===== config.mk =====
export PLATFORM = sky130hd
export DESIGN_NAME = sjinv_fifo
export DESIGN_NICKNAME = d
export VERILOG_FILES = /design/src/design/sjinv_fifo.sv
export SDC_FILE = /design/constraint.sdc
export NUM_CORES = 1
export LEC_CHECK = 0
export BUFFER_PORTS_ARGS = -buffer_cell sky130_fd_sc_hd__buf_4
export CORE_AREA = 3 3 44 46
export CTS_CLUSTER_SIZE = 8
export DETAILED_ROUTE_END_ITERATION = 10
export DIE_AREA = 0 0 47 49
export GPL_TIMING_DRIVEN = 0
export PLACE_DENSITY = 0.72
export SETUP_SLACK_MARGIN = 0.2
export SYNTH_ARGS = -nofsm -noshare
export SYNTH_HDL_FRONTEND = slang
export SYNTH_SLANG_ARGS = --single-unit

===== constraint.sdc =====
create_clock -name clk -period 3.5 [get_ports clk]
set_input_delay 0.7 -clock clk [delete_from_list [all_inputs] [get_ports clk]]
set_output_delay 0.7 -clock clk [all_outputs]
set_load 0.05 [all_outputs]

===== src/design/sjinv_fifo.sv =====
`timescale 1ns / 1ps
module sjinv_fifo #(
  parameter int DW = 8
) (
  input  logic          clk,
  input  logic          rst_n,
  input  logic          push,
  input  logic [DW-1:0] din,
  input  logic          pop,
  output logic [DW-1:0] dout,
  output logic          full,
  output logic          empty
);
  logic [DW-1:0] mem_r [2];
  logic          wp_r, rp_r;
  logic [1:0]    cnt_r;

  assign full  = cnt_r == 2'd2;
  assign empty = cnt_r == 2'd0;
  assign dout  = mem_r[rp_r];

  always_ff @(posedge clk) begin
    if (push) begin
      mem_r[wp_r] <= din;
    end
  end

  always_ff @(posedge clk) begin
    if (!rst_n) begin
      wp_r  <= 1'b0;
      rp_r  <= 1'b0;
      cnt_r <= 2'd0;
    end else begin
      if (push) wp_r <= ~wp_r;
      if (pop)  rp_r <= ~rp_r;
      cnt_r <= cnt_r + {1'b0, push} - {1'b0, pop};
    end
  end

endmodule


; ---- Word level (Yosys, flattened, before mapping)
; Memories as Yosys holds them, arrays and structs flattened. A register that Yosys moved wholly into a read port is not among the register bits.
; Index checks and enable logic that the tools add are counted.
[totals]
ff_bits = 4
ram_bits = 16
inputBits = 12
output_inout_bits = 10
n_memories = 1
[mem_list]
columns = name, words, width, read_ports, rd_clocked_by_memory_dff, wr, line
row1 = mem_r, 2, 8, 1, 1, 1, 14  ; logic [DW-1:0] mem_r [2];
[classes]
addsub = 2
eq_ne = 1
n_mux = 4
bitwise = 2
reduce_logical = 1
[op_table]
columns = op, count
row1 = 2-to-1 mux 1 bit, 4
row2 = adder 2 x 1 -> 2 bit, 1
row3 = == test 2 bit (second input constant), 1
row4 = zero test 2 bit, 1
row5 = inverter 1 bit, 2
row6 = subtractor 2 x 1 -> 2 bit, 1

; ---- Logic depth before layout (Yosys ltp)
[logic_depth]
depth_word = 3
mapped_depth = 6

; ---- Worst setup path before layout
; No wires, ideal clock.
[synth_path]
path_kind = reg-to-output
startpoint = reg cnt_r[1]
endpoint = out full
t_arrival_ps = 1068
setup_slack_ps = 1732
path_stages_with_launch = 2
path_buffers = 0
cell_sequence = dfxtp_1 > nor2b_1
[synth_between]
elab_chain_len = 1
[synth_rtl]
columns = element, line
row1 = start: declaration, 16  ; logic [1:0] cnt_r;
row2 = start signal: assignment, 36  ; cnt_r <= cnt_r + {1'b0, push} - {1'b0, pop};
row3 = == test 2 bit, 18  ; assign full = cnt_r == 2'd2;
row4 = end: declaration, 11  ; output logic full,
; Every way passes these cells.

==> reports/results.txt <==
The power per cell area came out at 546 nW/um2. After synthesis, the mean cell area works out to 17.4 um2. Compared with the post-synthesis result, the final layout area differs by 25.6%. For the pin with the worst max-slew slack, the measured transition is 784 ps. The tools report the final clock skew as 3.66 ps. Wire length of the first global-routing pass: 1.70 mm. The die covers 2300 um2. The final routed wire length divided by cell count was 13.1 um. The most common cell in the netlist was edfxtp_1.

The highest clock frequency the design can meet is 480 MHz, and the number of rows in the core area is 14. After detailed placement, the total cell area comes to 978 um2. Proportion of synthesized chip area in sequential cells: 0.725.

The share of flip-flops with an asynchronous set or reset came out at 0. By area the synthesized netlist is led by edfxtp_1, dfxtp_1, mux2_2. Across all hold checks on the routed design, the worst slack comes to 577 ps. Of all nets on the critical path, the largest fanout is 8.

The number of setup buffers added after CTS was 0. The vias per cell is 4.89. The first TritonRoute pass finished after 3 iterations.

No sink is reached through more buffers than the 2 on the longest clock path. Data on the critical path is required at its endpoint by 2800 ps. Summing internal, switching and leakage power gives 0.549 mW. The number of enable-type register cells in the synthesized netlist is 16, and the post-detailed-placement half-perimeter wirelength is 851 um. Ratio of cells with drive above 1 in the final layout: 0.479. The final hold violation count was 0; the share of the cycle needed by the critical path after routing was 0.595. Setup violations remaining at the end of the flow were counted as 0. The total inserted antenna cells was 0; the leakage power figure was 0.411 nW. The run gives 0.519 as the starting density of the core. The number of nets still failing antenna checks after routing was 0.

After synthesis, the most frequently instantiated cells are edfxtp_1, mux2_2, dfxtp_1. The core region is 1540 um2. Registers take 581 um2.

The post-synthesis share of cell area spent on and, or, nand and nor gates is 0.0672. The worst hold path belongs to the class input port to flop. The minimum period implied by the final worst setup slack is 2080 ps, and the post-route cell area is 1010 um2.

Setup slack on the worst reg-to-reg path comes out at 2200 ps. The run gives 60 as the net count of the mapped netlist. The flow ran to the end, and the final reports show no timing, DRC or antenna violations.

The CTS clock-pin slew for the worst setup and hold paths was 110 ps. The die is 49 um tall. The floorplan step set the die width to 47 um. Share of the synthesized area in the top cell type: 0.600. For the footprint of the multi-input gates, the log shows 208 um2. The tree is rooted in a clkbuf_4. The congestion estimate from routability-driven global placement came to 0.636.

The number of standard cells after synthesis is 46, and the data arrival time of the critical path is 1380 ps. The run gives 425 as the total number of vias. The number of clock buffers added by TritonCTS is 3.

The net count of the finished layout is 86. The logs give 421 for the via count of the first global-routing pass and 0 for the total congestion overflow. Wires add up to 1.14 mm. The share of the synthesized area in compound gates (AO/OA/AOI/OAI) was 0.00938.

The critical path in this run is classified as flop to primary output. The share of synthesized cell area in full adder, half adder and majority cells was 0.0313; the number of remaining DRC errors was 0. STA classifies the critical path endpoint as a primary output.

The logs give 0 for the count of pins over their slew limit and 0.476 for the relative slew slack. For this run, the leading register cell type out of synthesis is edfxtp_1. During I/O placement, the number of pins put on the boundary was 22.

For the cell area after synthesis, the log shows 801 um2. The XOR/XNOR share of the synthesized area works out to 0.0391. The tool flagged a number of max-cap violations equal to 0.

After synthesis, the largest family of logic cells by area is multiplexers. The total of fill cells in the finished design came out at 120. The biggest area contributor in the post-synthesis netlist is edfxtp_1. In this run, distinct cell masters in the synthesized netlist total 12. The total routing resource utilization after global routing was 0.108. Port buffering added 21 buffers. Synthesis inferred 21 register bits. The tools report the number of antenna violations at the first check in global routing as 0. The number of buffers inserted for hold repair after clock tree synthesis was 0. The tools report the count of warnings emitted by yosys as 0. TritonCTS built the clock tree. Once the clock tree was built, the resizer swapped 0 gates to a different size. Setup repair after global routing left no endpoint under its margin. Entering global routing, the biggest net connects 13 pins. STA classifies the critical path startpoint as a flop. In the final timing run, aggregate negative setup slack is 0 ps.

The total number of clock tree sinks is 21. The number of levels in the clock H-tree is 1. Across the VDD grid, the largest voltage drop is 331 uV.

For the number of violations reported at the end of detailed-routing iteration 0, the log shows 4. The later pin in the worst-skew pair is clocked with a latency of 300 ps. Multiplexer share of the synthesized area: 0.112.
logic make-up after synthesis:
| kind of cell | Yosys count |
|---|---|
| adder cells (fa/ha/maj) | 2 |
| multiplexers | 8 |
| flip-flops | 21 |
| AND/OR/NAND/NOR | 9 |
| AO/OA/AOI/OAI | 1 |
| buffers and inverters | 3 |
| XOR/XNOR | 2 |
final timing paths:
kind                             start          end  depth (start not counted)
worst min register to register    rp_r         flop                          2
worst min-delay path            din[4]  mem_r[1][4]                          1
worst max register to register    wp_r  mem_r[0][7]                          1
worst max-delay path              flop      dout[2]                          3
cell type report:
cell class                 count  share of cell area
clock buffer                   3              0.0224
inverter                       2             0.00746
multi-input combinational     22               0.206
sequential                    21               0.577
timing repair buffer          21               0.157
clock inverter                 1             0.00498
buffer                         1             0.00498
tap                           16              0.0199
placed cells by master, fill, tap and decap left out:
| cell | instances |
|---|---|
| xor2_1 | 1 |
| ha_1 | 2 |
| dfxtp_1 | 5 |
| clkinv_2 | 1 |
| edfxtp_1 | 16 |
| xnor3_1 | 1 |
| nor2_1 | 1 |
| nor2b_1 | 4 |
| mux2_2 | 8 |
| buf_2 | 1 |
| and2_1 | 4 |
| buf_4 | 21 |
| o21a_1 | 1 |
| clkbuf_4 | 3 |
| inv_1 | 2 |
sequential cells by signal, indices dropped and copies added, names as in the netlist, named ones only:
| register | cells |
|---|---|
| wp_r | 1 |
| mem_r | 16 |
| cnt_r | 2 |
| rp_r | 1 |
per-layer routing:
| layer | part of all wire | track usage |
|---|---|---|
| met3 | 0.081 | 0.0332 |
| met1 | 0.37 | 0.0976 |
| met2 | 0.54 | 0.192 |
| met4 | 0.012 | 0.0691 |
| met5 | 0 | 0 |
where the power goes:
| group | total [mW] | internal (mW) | switching (mW) |
|---|---|---|---|
| clock network | 0.113 | 0.0426 | 0.0703 |
| registers | 0.294 | 0.287 | 0.00699 |
| logic | 0.142 | 0.0570 | 0.0852 |
critical path, stage by stage, from the launching register on:
cell	delay, ps
dfxtp_1	320
buf_2	210
mux2_2	370
buf_4	190
through the flow:
step                      cells  setup WS [ps]   util
after floorplan              46           1730      -
after global placement       83           1660  0.635
after detailed placement     83           1640  0.635
after CTS                    87           1400  0.653
after global routing         87           1350  0.653
final                        87           1420  0.653
Power figures use the tool's default switching activity.
